File: config.mk
export PLATFORM = sky130hd
export DESIGN_NAME = bmpl_colsel
export DESIGN_NICKNAME = d
export VERILOG_FILES = /design/src/design/bloom_matrix_port_lookup_core_macros.svh /design/src/design/bmpl_pkg.sv /design/src/design/bmpl_colsel.sv
export SDC_FILE = /design/constraint.sdc
export NUM_CORES = 1
export LEC_CHECK = 0
export BUFFER_PORTS_ARGS = -buffer_cell sky130_fd_sc_hd__buf_2
export CORE_ASPECT_RATIO = 0.75
export CORE_UTILIZATION = 25
export CTS_CLUSTER_DIAMETER = 150
export DETAILED_ROUTE_END_ITERATION = 10
export GPL_TIMING_DRIVEN = 0
export PLACE_DENSITY_LB_ADDON = 0.08
export SETUP_SLACK_MARGIN = 0.1
export SYNTH_ARGS = -nofsm -noshare
export SYNTH_HDL_FRONTEND = slang
export SYNTH_SLANG_ARGS = --single-unit
File: constraint.sdc
create_clock -name clk -period 2.6 [get_ports clk]
set_input_delay 0.13 -clock clk [delete_from_list [all_inputs] [get_ports clk]]
set_output_delay 0.13 -clock clk [all_outputs]
set_load 0.05 [all_outputs]
File: src/design/bloom_matrix_port_lookup_core_macros.svh
// ----------------------------------------------------------------------------
// Bloom matrix port lookup: assertion macros
// Short forms for the concurrent checks at the end of the top level.
// ----------------------------------------------------------------------------
`ifndef BLOOM_MATRIX_PORT_LOOKUP_CORE_MACROS_SVH
`define BLOOM_MATRIX_PORT_LOOKUP_CORE_MACROS_SVH

// Same-cycle implication, disabled during reset.
`define BMPL_ASSERT_IMPL(name, clk, rst, ante, cons) \
  name: assert property (@(posedge clk) disable iff (rst) (ante) |-> (cons)) \
    else $error("bmpl: same-cycle check failed");

// Next-cycle implication, disabled during reset.
`define BMPL_ASSERT_NEXT(name, clk, rst, ante, cons) \
  name: assert property (@(posedge clk) disable iff (rst) (ante) |=> (cons)) \
    else $error("bmpl: next-cycle check failed");

`endif

File: src/design/bmpl_pkg.sv
// ----------------------------------------------------------------------------
// bmpl_pkg
// Shared widths, field positions, opcodes and control types.
// ----------------------------------------------------------------------------
`default_nettype none

package bmpl_pkg;

  localparam int SIZE_DEFAULT = 64;

  localparam int BYTE_W   = 8;
  localparam int VEC_W    = 64;
  localparam int S_DATA_W = BYTE_W + VEC_W;
  localparam int S_USER_W = 2;
  localparam int M_DATA_W = VEC_W;
  localparam int M_USER_W = 1;

  // s_tuser bit positions
  localparam int TUSER_OPCODE    = 0;
  localparam int TUSER_BLOCK_END = 1;

  typedef enum logic {
    OP_INSERT = 1'b0,
    OP_QUERY  = 1'b1
  } opcode_t;

  // Matrix operation for the item being processed
  typedef struct packed {
    logic insert;
    logic query;
  } mx_ctrl_t;

endpackage

`default_nettype wire

File: src/design/bmpl_colsel.sv
// ----------------------------------------------------------------------------
// bmpl_colsel
// Running per-block byte sum mod SIZE and the column set of the open key.
// ----------------------------------------------------------------------------
`default_nettype none

module bmpl_colsel
  import bmpl_pkg::*;
#(
  parameter int SIZE = SIZE_DEFAULT
) (
  input  logic              clk,
  input  logic              rst,
  input  logic              advance,
  input  logic [BYTE_W-1:0] data_byte,
  input  logic              block_end,
  input  logic              key_end,
  output logic [SIZE-1:0]   col_set
);

  localparam int SW = $clog2(SIZE);

  logic [SW-1:0]   block_sum;
  logic [SIZE-1:0] column_set;

  logic [SW-1:0]   byte_mod_tbl [2**BYTE_W];
  logic [SW-1:0]   byte_mod;
  logic [SW:0]     sum_raw;
  logic [SW-1:0]   sum_new;
  logic [SIZE-1:0] col_bit;

  // byte mod SIZE, constant table
  for (genvar i = 0; i < 2**BYTE_W; i++) begin : g_mod
    localparam logic [SW-1:0] MODV = SW'(i % SIZE);
    assign byte_mod_tbl[i] = MODV;
  end

  always_comb begin
    byte_mod = byte_mod_tbl[data_byte];
    sum_raw  = {1'b0, block_sum} + {1'b0, byte_mod};
    // both terms below SIZE, so one subtract is enough
    if (sum_raw >= (SW+1)'(SIZE)) begin
      sum_new = SW'(sum_raw - (SW+1)'(SIZE));
    end else begin
      sum_new = sum_raw[SW-1:0];
    end
    col_bit = {{(SIZE-1){1'b0}}, 1'b1} << sum_new;
    col_set = block_end ? (column_set | col_bit) : column_set;
  end

  always_ff @(posedge clk) begin
    if (rst) begin
      block_sum  <= '0;
      column_set <= '0;
    end else if (advance) begin
      if (key_end) begin
        block_sum  <= '0;
        column_set <= '0;
      end else if (block_end) begin
        block_sum  <= '0;
        column_set <= col_set;
      end else begin
        block_sum  <= sum_new;
      end
    end
  end

endmodule

`default_nettype wire

==> flow_summary.json, run 1 <==
{
  "r2r_cells": 14,
  "antenna_left": 0,
  "power_switching_mw": 0.885,
  "drive_gt1_share_pct": 58.4,
  "antenna_cells": 0,
  "drtIter0Drc": 196,
  "dpl.cell_count": 579,
  "synthAdderAreaFrac_pct": 2.40,
  "worst_slew_pin_slew_ns": 1.06,
  "critPathLaunchType": "flop",
  "r2r-end": "column_set[15]",
  "critical_path_class": "flop to primary output",
  "synth-xor-area-share_pct": 1.96,
  "final_util_pct": 50.9,
  "wl_per_cell_microns": 21.1,
  "nNetsFinal": 503,
  "syn_area_per_cell_sq_um": 10.3,
  "synth_mux_area_share_pct": 4.94,
  "yosysUniqueCellTypes": 39,
  "pwr-share-clk_pct": 40.9,
  "clk_pin_slew_ns": 0.07,
  "min_from": "advance",
  "pin_count": 77,
  "grt_pass1_wl_mm": 20.8,
  "worstPathArrival_ns": 2.69,
  "hp-class": "input pin to flop",
  "seqPwrFrac_pct": 35.9,
  "grt_use_total_pct": 19.8,
  "min_path_cells": 3,
  "power_leakage_nw": 2.60,
  "overflow": 0,
  "worstPathRequired_ns": 2.47,
  "violations": "negative setup slack",
  "outcome": "finished, violations left",
  "numCtsBuffers": 9,
  "grt_pass1_vias": 3316,
  "place_area_sq_mm": 0.00444,
  "firstDrtPassIters": 4,
  "timing.rr.start": "block_sum[0]",
  "clockRootBuffer": "clkbuf_16",
  "p_sw_share_pct": 29.3,
  "total_power_mw": 3.02,
  "die_h_microns": 104,
  "final-seq-area_sq_mm": 0.00140,
  "synth_top_family_by_area": "compound AO/OA/AOI/OAI gates",
  "peakVddDrop_mv": 0.290,
  "cp_max_fo": 5,
  "p_int_mw": 2.13,
  "synthCells": 335,
  "route.detailed.drc": 0,
  "cts.sink_count": 70,
  "multi_input_comb_area_sq_mm": 0.00308,
  "dieArea_sq_mm": 0.0143,
  "fp-row-count": 36,
  "p_per_area_mw_per_mm2": 449,
  "gp_congestion": 0.734,
  "yosys_warnings": 0,
  "htreeDepth": 3,
  "synth_edf_count": 0,
  "hold_end": "block_sum[5]",
  "synthArstFlopShare_pct": 0,
  "grt_max_degree": 11,
  "cts_tree": "done",
  "hold_buffers": 0,
  "dpl.hpwl_mm": 8.40,
  "yosys_most_used_dff": "dfxtp_1",
  "hold_viol": 0,
  "die_width_microns": 138,
  "coreArea_sq_mm": 0.0132,
  "synth_simple_gate_area_share_pct": 10.6,
  "min_period_ns": 2.82,
  "via_per_inst": 5.04,
  "cts_buffer_depth": 2,
  "syn2layout_area_growth_pct": 95.1,
  "design_area_sq_mm": 0.00672,
  "netlist_area_sq_mm": 0.00345,
  "rsz0062_at_grt": "yes",
  "port_buffers": 73,
  "relSlewSlack_pct": 29.5,
  "initial_core_util_pct": 26.1,
  "setup_ws_ns": -0.223,
  "fin_skew_ns": 0.0133,
  "setup_viol": 68,
  "fillers": 1155,
  "wirelength_mm": 13.9,
  "endpoint_kind": "primary output",
  "maxSlewViolCount": 0,
  "syn_nets": 354,
  "clkLatencyLatePin_ns": 0.34,
  "synth_compound_area_share_pct": 35.7,
  "cap_violations": 0,
  "rrSetupSlack_ns": -0.01,
  "timing.final.crit_share_pct": 109,
  "yosys_register_bits": 70,
  "tns_ns": -9.48,
  "fmax_ghz": 0.354,
  "comb_power_share_pct": 23.2,
  "final_cells": 659,
  "vias": 3321,
  "synth_seq_area_share_pct": 40.7,
  "antenna_found_initial": 0
}
## through the flow
| stage | setup slack, ns | hold slack [ns] |
|---|---|---|
| after CTS | -0.251 | 0.123 |
| after global placement | -0.516 | 0.452 |
| final | -0.223 | 0.125 |
| after detailed placement | -0.532 | 0.454 |
| after global routing | -0.295 | 0.177 |
| after floorplan | -0.160 | 0.308 |
## cells in the final DEF, fill, tap and decap left out, types with 2 or more instances in the layout
cell	Yosys	layout
xor2_4	0	2
a21o_1	4	3
nor4_4	2	4
nor2_1	23	13
buf_4	2	43
a21oi_4	1	3
inv_1	3	2
ha_1	5	2
dfxtp_1	70	69
o21bai_4	0	54
buf_12	0	12
buf_6	2	65
nand3_1	5	5
ha_4	0	2
clkbuf_1	12	13
o211ai_4	1	2
nor3_4	0	6
nand2_1	2	2
nand2b_1	8	5
buf_2	6	9
nand2b_4	0	3
mux2i_4	0	16
nor2_2	0	7
o21bai_1	64	10
xnor2_4	0	3
clkbuf_16	0	11
a21oi_1	7	7
and3_4	0	5
a211oi_4	2	2
buf_8	0	19
a21o_4	0	2
a22o_1	64	64
nor2_4	0	3
## worst max-delay path, stage by stage, from the launching register on
cell and delay, ns:
dfxtp_2 0.35, ha_4 0.13, inv_2 0.03, fa_2 0.39, nand2b_4 0.17, a21oi_4 0.14
buf_12 0.14, xor2_4 0.21, buf_6 0.14, o211ai_4 0.14, clkbuf_16 0.23, o21bai_4 0.11
buf_6 0.17
## metal layers
metal  share of wire, %  global-route usage (%)  up-vias
met1                 50                    29.8     1654
li1                   -                       -     1586
met3                3.9                    3.77       10
met5                  0                       0        -
met4               0.90                    3.77        0
met2                 45                    29.0       71
## worst max-delay path by stage
stage,from,endpoint,cells after the start
detailed placement,block_sum[0],column_set[29],8
finish,block_sum[0],col_set[59],12
CTS,block_sum[0],col_set[53],12
global route,block_sum[0],col_set[56],12
global placement,block_sum[0],column_set[29],8
floorplan,block_sum[0],col_set[37],9
## cell families (layout without fill, tap and decap cells)
logic type                 count (synthesis)  count (layout)
AOI/OAI and AO/OA                        148             148
DFF                                       70              70
and+or+nand+nor                           62              62
buffers and inverters                     26             178
muxes                                     17              17
adders and majority gates                  6               6
xor gates and xnor gates                   6               7
## registers in the layout, summed over array words and instances, names as in the netlist
signal and count:
column_set 64, block_sum 6
## timing repair
item | CTS | global route
resized for setup | 216 | 102
endpoints found under the setup margin | 128 | 121
pin swaps | 38 | 24
endpoints found under the hold margin | 0 | 0
setup buffers | 31 | 30
cloned | 6 | 1
## cell type report
type / count / share of cell area [%]
Clock buffer: 14 / 3.78
Sequential cell: 70 / 20.9
Tap cell: 171 / 3.18
Multi-Input combinational cell: 240 / 45.7
Inverter: 3 / 0.167
Buffer: 20 / 2.51
Clock inverter: 1 / 0.447
Timing Repair Buffer: 140 / 23.3
## synthesized netlist by cell type, types with 3 or more instances
cell,count,area [sq um]
a22o_1,64,561
a21o_1,4,30.0
and3_1,6,37.5
nor2_1,23,86.3
mux2i_1,17,170
clkbuf_1,12,45.0
a21oi_1,7,35.0
o21bai_1,64,480
ha_1,5,62.6
buf_2,6,30.0
inv_1,3,11.3
nand2b_1,8,50.1
dfxtp_1,70,1400
nor3_1,7,35.0
nand3_1,5,25.0
## power groups by stage
stage                     clock network (mW)  logic [mW]  registers, mW
after floorplan                            0       0.275           1.11
after global placement                     0       0.381           1.11
after detailed placement                   0       0.384           1.11
after CTS                               1.25       0.580           1.08
after global routing                    1.31       0.735           1.08
final                                   1.23       0.701           1.08
Note: power is estimated with default switching activity, not from simulation.
==> run 2: changes to the inputs <==
--- a/config.mk
+++ b/config.mk
@@ -6,12 +6,12 @@
 export NUM_CORES = 1
 export LEC_CHECK = 0
 export BUFFER_PORTS_ARGS = -buffer_cell sky130_fd_sc_hd__buf_2
-export CORE_ASPECT_RATIO = 0.75
 export CORE_UTILIZATION = 25
 export CTS_CLUSTER_DIAMETER = 150
 export DETAILED_ROUTE_END_ITERATION = 10
 export GPL_TIMING_DRIVEN = 0
 export PLACE_DENSITY_LB_ADDON = 0.08
+export RECOVER_POWER = 100
 export SETUP_SLACK_MARGIN = 0.1
 export SYNTH_ARGS = -nofsm -noshare
 export SYNTH_HDL_FRONTEND = slang
==> run 2 against run 1 <==
Effect of this change: the run still ends with negative setup slack left; hold slack got worse by 0.0028 ns; highest routed layer unchanged; worst setup slack got worse by 0.015 ns; largest power group unchanged; core utilization down 3.3 points; clock power rose by 3%; global-route usage is 0.97 points lower; critical path depth grew 1; first-iteration DRC count is 39% lower; maximum frequency is 0.52% lower; routed wire length decreased by 4.1%; non-clock buffer count is 19 lower; critical endpoint is now col_set[53]; cell count is 2.0% lower; sequential power about the same.
==> flow_summary.json, run 2 (same netlist as run 1, synthesis figures left out) <==
{
  "outcome": "finished, violations left",
  "violations": "negative setup slack",
  "p_int_mw": 2.10,
  "setup_viol": 64,
  "largest_register_ffs": 64,
  "pre_cts_ws_ns": -0.556,
  "power_leakage_nw": 2.47,
  "grt.busiest_layer": "met2",
  "nNetsFinal": 484,
  "seqPwrFrac_pct": 36.2,
  "critical_path_class": "flop to primary output",
  "overflow": 0,
  "gp_congestion": 0.732,
  "gr-usage-met1_pct": 26.2,
  "regMostFlops": "column_set",
  "clockRootBuffer": "clkbuf_16",
  "relSlewSlack_pct": 44.3,
  "peakVddDrop_mv": 0.247,
  "final_common_cell": "dfxtp_1",
  "timing.final.crit_share_pct": 109,
  "vias": 3274,
  "clkLatencyLatePin_ns": 0.34,
  "fp-row-count": 42,
  "syn2layout_area_growth_pct": 84.4,
  "rsz0062_at_grt": "yes",
  "initial_core_util_pct": 25.8,
  "p_sw_share_pct": 29.8,
  "p_per_area_mw_per_mm2": 471,
  "cts.sink_count": 70,
  "critPathSlowestCell": "fa_2",
  "fillers": 1259,
  "antenna_found_initial": 0,
  "clk_pin_slew_ns": 0.06,
  "die_h_microns": 119,
  "min_period_ns": 2.84,
  "crit_path_cell_trace": "ha_4, inv_2, fa_2, nand2b_4, a21oi_4, buf_6, xor2_4, buf_6, o211ai_4, buf_12, buf_12, o21bai_4, buf_6",
  "wirelength_mm": 13.3,
  "cap_violations": 0,
  "worstPathRequired_ns": 2.47,
  "dpl.cell_count": 584,
  "tns_ns": -10.32,
  "crit_top_cell": "buf_6",
  "fmax_ghz": 0.352,
  "port_buffers": 73,
  "slowest_delay_ns": 0.36,
  "antenna_cells": 0,
  "top_regs": "column_set (64), block_sum (6)",
  "path_buf_inv": 6,
  "cp_max_fo": 6,
  "drive_gt1_share_pct": 55.7,
  "route.detailed.drc": 0,
  "worstPathArrival_ns": 2.71,
  "numCtsBuffers": 9,
  "dpl.hpwl_mm": 8.22,
  "maxSlewViolCount": 0,
  "grt_use_met2_pct": 30.1,
  "power_switching_mw": 0.891,
  "grt_pass1_vias": 3258,
  "cts_buffer_depth": 2,
  "dieArea_sq_mm": 0.0143,
  "grt_max_degree": 13,
  "hold_viol": 0,
  "globalRouteMet3Util_pct": 3.35,
  "whs_ns": 0.122,
  "cpLargestDelayFamily": "buffers and inverters",
  "grt_use_total_pct": 18.9,
  "drtIter0Drc": 120,
  "hp-class": "input pin to flop",
  "final_cells": 646,
  "critPathLaunchType": "flop",
  "coreArea_sq_mm": 0.0133,
  "pin_count": 77,
  "final_util_pct": 47.6,
  "pwr-share-clk_pct": 42.5,
  "cts_tree": "done",
  "antenna_left": 0,
  "endpoint_kind": "primary output",
  "grt_pass1_wl_mm": 19.9,
  "mostFrequentLayoutCells": "69 x dfxtp_1, 64 x a22o_1, 52 x buf_6",
  "fin_skew_ns": 0.00556,
  "firstDrtPassIters": 5,
  "via_per_inst": 5.07,
  "setup_ws_ns": -0.237,
  "htreeDepth": 3,
  "comb_power_share_pct": 21.3,
  "wl_per_cell_microns": 20.7,
  "die_width_microns": 119,
  "worst_slew_pin_slew_ns": 0.835
}
[run 2: path summary, 6_finish.rpt]
kind / startpoint / endpoint / slack, ns / cells after the start
worst max-delay path: block_sum[0] / col_set[53] / -0.24 / 13
worst min-delay path: advance / block_sum[5] / 0.12 / 3
worst max register to register: block_sum[0] / column_set[13] / 0.03 / 13
worst min register to register: column_set[18] / column_set[18] / 0.47 / 1
[run 2: power by group through the flow]
stage	registers [mW]	logic [mW]	clock network [mW]
floorplan	1.11	0.275	0
global placement	1.11	0.382	0
detailed placement	1.11	0.385	0
CTS	1.08	0.543	1.29
global route	1.08	0.667	1.35
finish	1.08	0.637	1.27
[run 2: per-stage QoR]
| stage | cell area [sq um] | power, mW |
|---|---|---|
| after floorplan | 3860 | 1.38 |
| after global placement | 4450 | 1.49 |
| after detailed placement | 4450 | 1.49 |
| after CTS | 5790 | 2.92 |
| after global routing | 6350 | 3.10 |
| final | 6350 | 2.99 |
[run 2: per-layer routing]
metal | wire, microns | up-vias
li1 | - | 1551
met1 | 6410 | 1657
met2 | 6390 | 56
met3 | 399 | 10
met4 | 138 | 0
met5 | 0 | -
[run 2: cell type report]
type	count	area, sq um	share of cell area [%]
Buffer	20	163	2.56
Clock buffer	11	243	3.82
Clock inverter	5	57.6	0.906
Inverter	3	11.3	0.177
Multi-Input combinational cell	240	2940	46.2
Sequential cell	70	1400	22.1
Tap cell	176	220	3.47
Timing Repair Buffer	121	1320	20.8
[run 2: worst min-delay path, cell delays in order]
cell and delay (ns):
buf_2 0.12, nand2b_1 0.11, a21oi_1 0.05
[run 2: timing repair]
action,4_1_cts,5_1_grt
pin swaps,32,13
buffers inserted,26,17
hold buffers,0,0
setup endpoints to repair,128,122
resized for setup,188,74
gates cloned,5,1
==> run 3: changes to the inputs <==
--- a/config.mk
+++ b/config.mk
@@ -5,14 +5,15 @@
 export SDC_FILE = /design/constraint.sdc
 export NUM_CORES = 1
 export LEC_CHECK = 0
-export BUFFER_PORTS_ARGS = -buffer_cell sky130_fd_sc_hd__buf_2
 export CORE_UTILIZATION = 25
 export CTS_CLUSTER_DIAMETER = 150
 export DETAILED_ROUTE_END_ITERATION = 10
+export DONT_BUFFER_PORTS = 1
 export GPL_TIMING_DRIVEN = 0
 export PLACE_DENSITY_LB_ADDON = 0.08
 export RECOVER_POWER = 100
 export SETUP_SLACK_MARGIN = 0.1
+export SLEW_MARGIN = 20
 export SYNTH_ARGS = -nofsm -noshare
 export SYNTH_HDL_FRONTEND = slang
 export SYNTH_SLANG_ARGS = --single-unit
==> constraint.sdc (replaced) <==
create_clock -name clk -period 3.6 [get_ports clk]
set_input_delay 0.18 -clock clk [delete_from_list [all_inputs] [get_ports clk]]
set_output_delay 0.18 -clock clk [all_outputs]
set_load 0.05 [all_outputs]
==> run 3 against run 2 <==
Effect of this change: the flow now finishes without violations; total power shrank 34%; die area unchanged; sequential power down 28%; clock-buffer cell count up 1; via count decreased by 17%; worst setup slack gained 0.39 ns; critical path depth decreased by 6; routed wire length decreased by 14%; combinational power is 59% lower; cell area fell by 30%; clock skew hardly changed; critical path type unchanged; largest power group unchanged.
==> flow_summary.json, run 3 (same netlist as run 1, synthesis figures left out) <==
{
  "pwr-share-clk_pct": 47.5,
  "fmax_ghz": 0.290,
  "maxSlewViolCount": 0,
  "initial_core_util_pct": 25.8,
  "p_int_mw": 1.41,
  "grt_max_degree": 13,
  "htreeDepth": 3,
  "setup_viol": 0,
  "antenna_left": 0,
  "mostFrequentLayoutCells": "70 x dfxtp_1, 64 x a22o_1, 32 x o21bai_4",
  "top_regs": "column_set (64), block_sum (6)",
  "die_width_microns": 119,
  "path_buf_inv": 1,
  "pre_cts_ws_ns": 0.100,
  "nNetsFinal": 366,
  "grt_use_total_pct": 16.8,
  "drtIter0Drc": 137,
  "clockRootBuffer": "clkbuf_16",
  "critical_path_class": "flop to primary output",
  "total_power_mw": 1.99,
  "cts.sink_count": 70,
  "fillers": 1381,
  "wl_per_cell_microns": 21.8,
  "firstDrtPassIters": 4,
  "vias": 2704,
  "antenna_cells": 0,
  "dieArea_sq_mm": 0.0143,
  "die_h_microns": 119,
  "power_switching_mw": 0.575,
  "seqPwrFrac_pct": 39.3,
  "worstPathArrival_ns": 3.27,
  "whs_ns": 0.0144,
  "largest_register_ffs": 64,
  "grt_pass1_vias": 2760,
  "fp-row-count": 42,
  "pin_count": 77,
  "hp-class": "input pin to flop",
  "overflow": 0,
  "route.detailed.drc": 0,
  "p_per_area_mw_per_mm2": 444,
  "gp_congestion": 0.743,
  "power_leakage_nw": 1.72,
  "clkLatencyLatePin_ns": 0.34,
  "cts_tree": "done",
  "regMostFlops": "column_set",
  "syn2layout_area_growth_pct": 30.0,
  "endpoint_kind": "primary output",
  "coreArea_sq_mm": 0.0133,
  "antenna_found_initial": 0,
  "outcome": "finished, final reports clean",
  "relSlewSlack_pct": 29.1,
  "final_util_pct": 33.5,
  "cpLargestDelayFamily": "multiplexers",
  "final_common_cell": "dfxtp_1",
  "p_sw_share_pct": 28.9,
  "cp_max_fo": 9,
  "dpl.hpwl_mm": 8.08,
  "hold_viol": 0,
  "timing.final.crit_share_pct": 95.7,
  "cap_violations": 0,
  "wirelength_mm": 11.5,
  "worst_slew_pin_slew_ns": 1.03,
  "via_per_inst": 5.12,
  "multi_input_comb_area_sq_mm": 0.00241,
  "comb_power_share_pct": 13.2,
  "setup_ws_ns": 0.155,
  "cts_buffer_depth": 2,
  "rsz0062_at_grt": "yes",
  "clk_pin_slew_ns": 0.06,
  "final-seq-area_sq_mm": 0.00140,
  "numCtsBuffers": 9,
  "grt_pass1_wl_mm": 17.5,
  "port_buffers": 0,
  "critPathLaunchType": "flop",
  "worstPathRequired_ns": 3.42,
  "peakVddDrop_mv": 0.246,
  "slowest_delay_ns": 0.75,
  "crit_path_cell_trace": "ha_1, inv_1, fa_1, xnor2_1, nor3_1, mux2i_1, o21bai_2",
  "tns_ns": 0,
  "fin_skew_ns": 0.00596,
  "critPathSlowestCell": "mux2i_1",
  "drive_gt1_share_pct": 30.1,
  "min_period_ns": 3.45,
  "hold_buffers": 0
}
-- run 3: metal layers --
metal / wire (microns) / vias up / track usage, % / share of wire, %
li1: - / 1307 / - / -
met1: 5220 / 1332 / 22.1 / 45
met2: 5440 / 56 / 26.2 / 47
met3: 720 / 9 / 5.03 / 6.3
met4: 119 / 0 / 5.39 / 1.0
met5: 0 / - / 0 / 0
-- run 3: cell type report --
| type | instances | share of cell area, % |
|---|---|---|
| plain buffers | 23 | 2.57 |
| clock inverters | 4 | 1.20 |
| multi-input cells | 239 | 53.9 |
| well taps | 176 | 4.92 |
| repair buffers | 1 | 0.168 |
| inverters | 3 | 0.251 |
| clock buffers | 12 | 5.73 |
| flip-flops and latches | 70 | 31.3 |
-- run 3: through the flow --
stage / std cells / area, sq um
floorplan: 335 / 3450
global placement: 511 / 3670
detailed placement: 511 / 3670
global route: 528 / 4480
CTS: 527 / 4160
finish: 528 / 4480
-- run 3: power by group through the flow --
stage | Combinational (mW) | Clock [mW] | Sequential [mW]
floorplan | 0.167 | 0 | 0.798
global placement | 0.227 | 0 | 0.799
detailed placement | 0.228 | 0 | 0.799
CTS | 0.242 | 0.961 | 0.781
global route | 0.282 | 0.990 | 0.782
finish | 0.262 | 0.944 | 0.782
-- run 3: path summary, 6_finish.rpt --
check | startpoint | end | slack (ns) | cells after the start
setup / recovery | block_sum[0] | col_set[27] | 0.15 | 7
hold / removal | advance | block_sum[5] | 0.01 | 2
setup reg to reg | block_sum[0] | column_set[27] | 0.51 | 8
hold reg to reg | column_set[27] | column_set[27] | 0.47 | 1
-- run 3: worst register-to-register path, stage by stage (launching register included) --
cell     delay (ns)
dfxtp_1        0.33
ha_1           0.16
inv_1          0.05
fa_1           0.43
xnor2_1        0.63
nor3_1         0.15
mux2i_1        0.75
nor2_1         0.22
a22o_1         0.25
-- run 3: what timing repair did --
item / in CTS / in global routing
pin swaps: 0 / 1
setup buffers: 0 / 1
hold endpoints to repair: 0 / 0
setup endpoints to repair: 60 / 47
resized for setup: 39 / 60
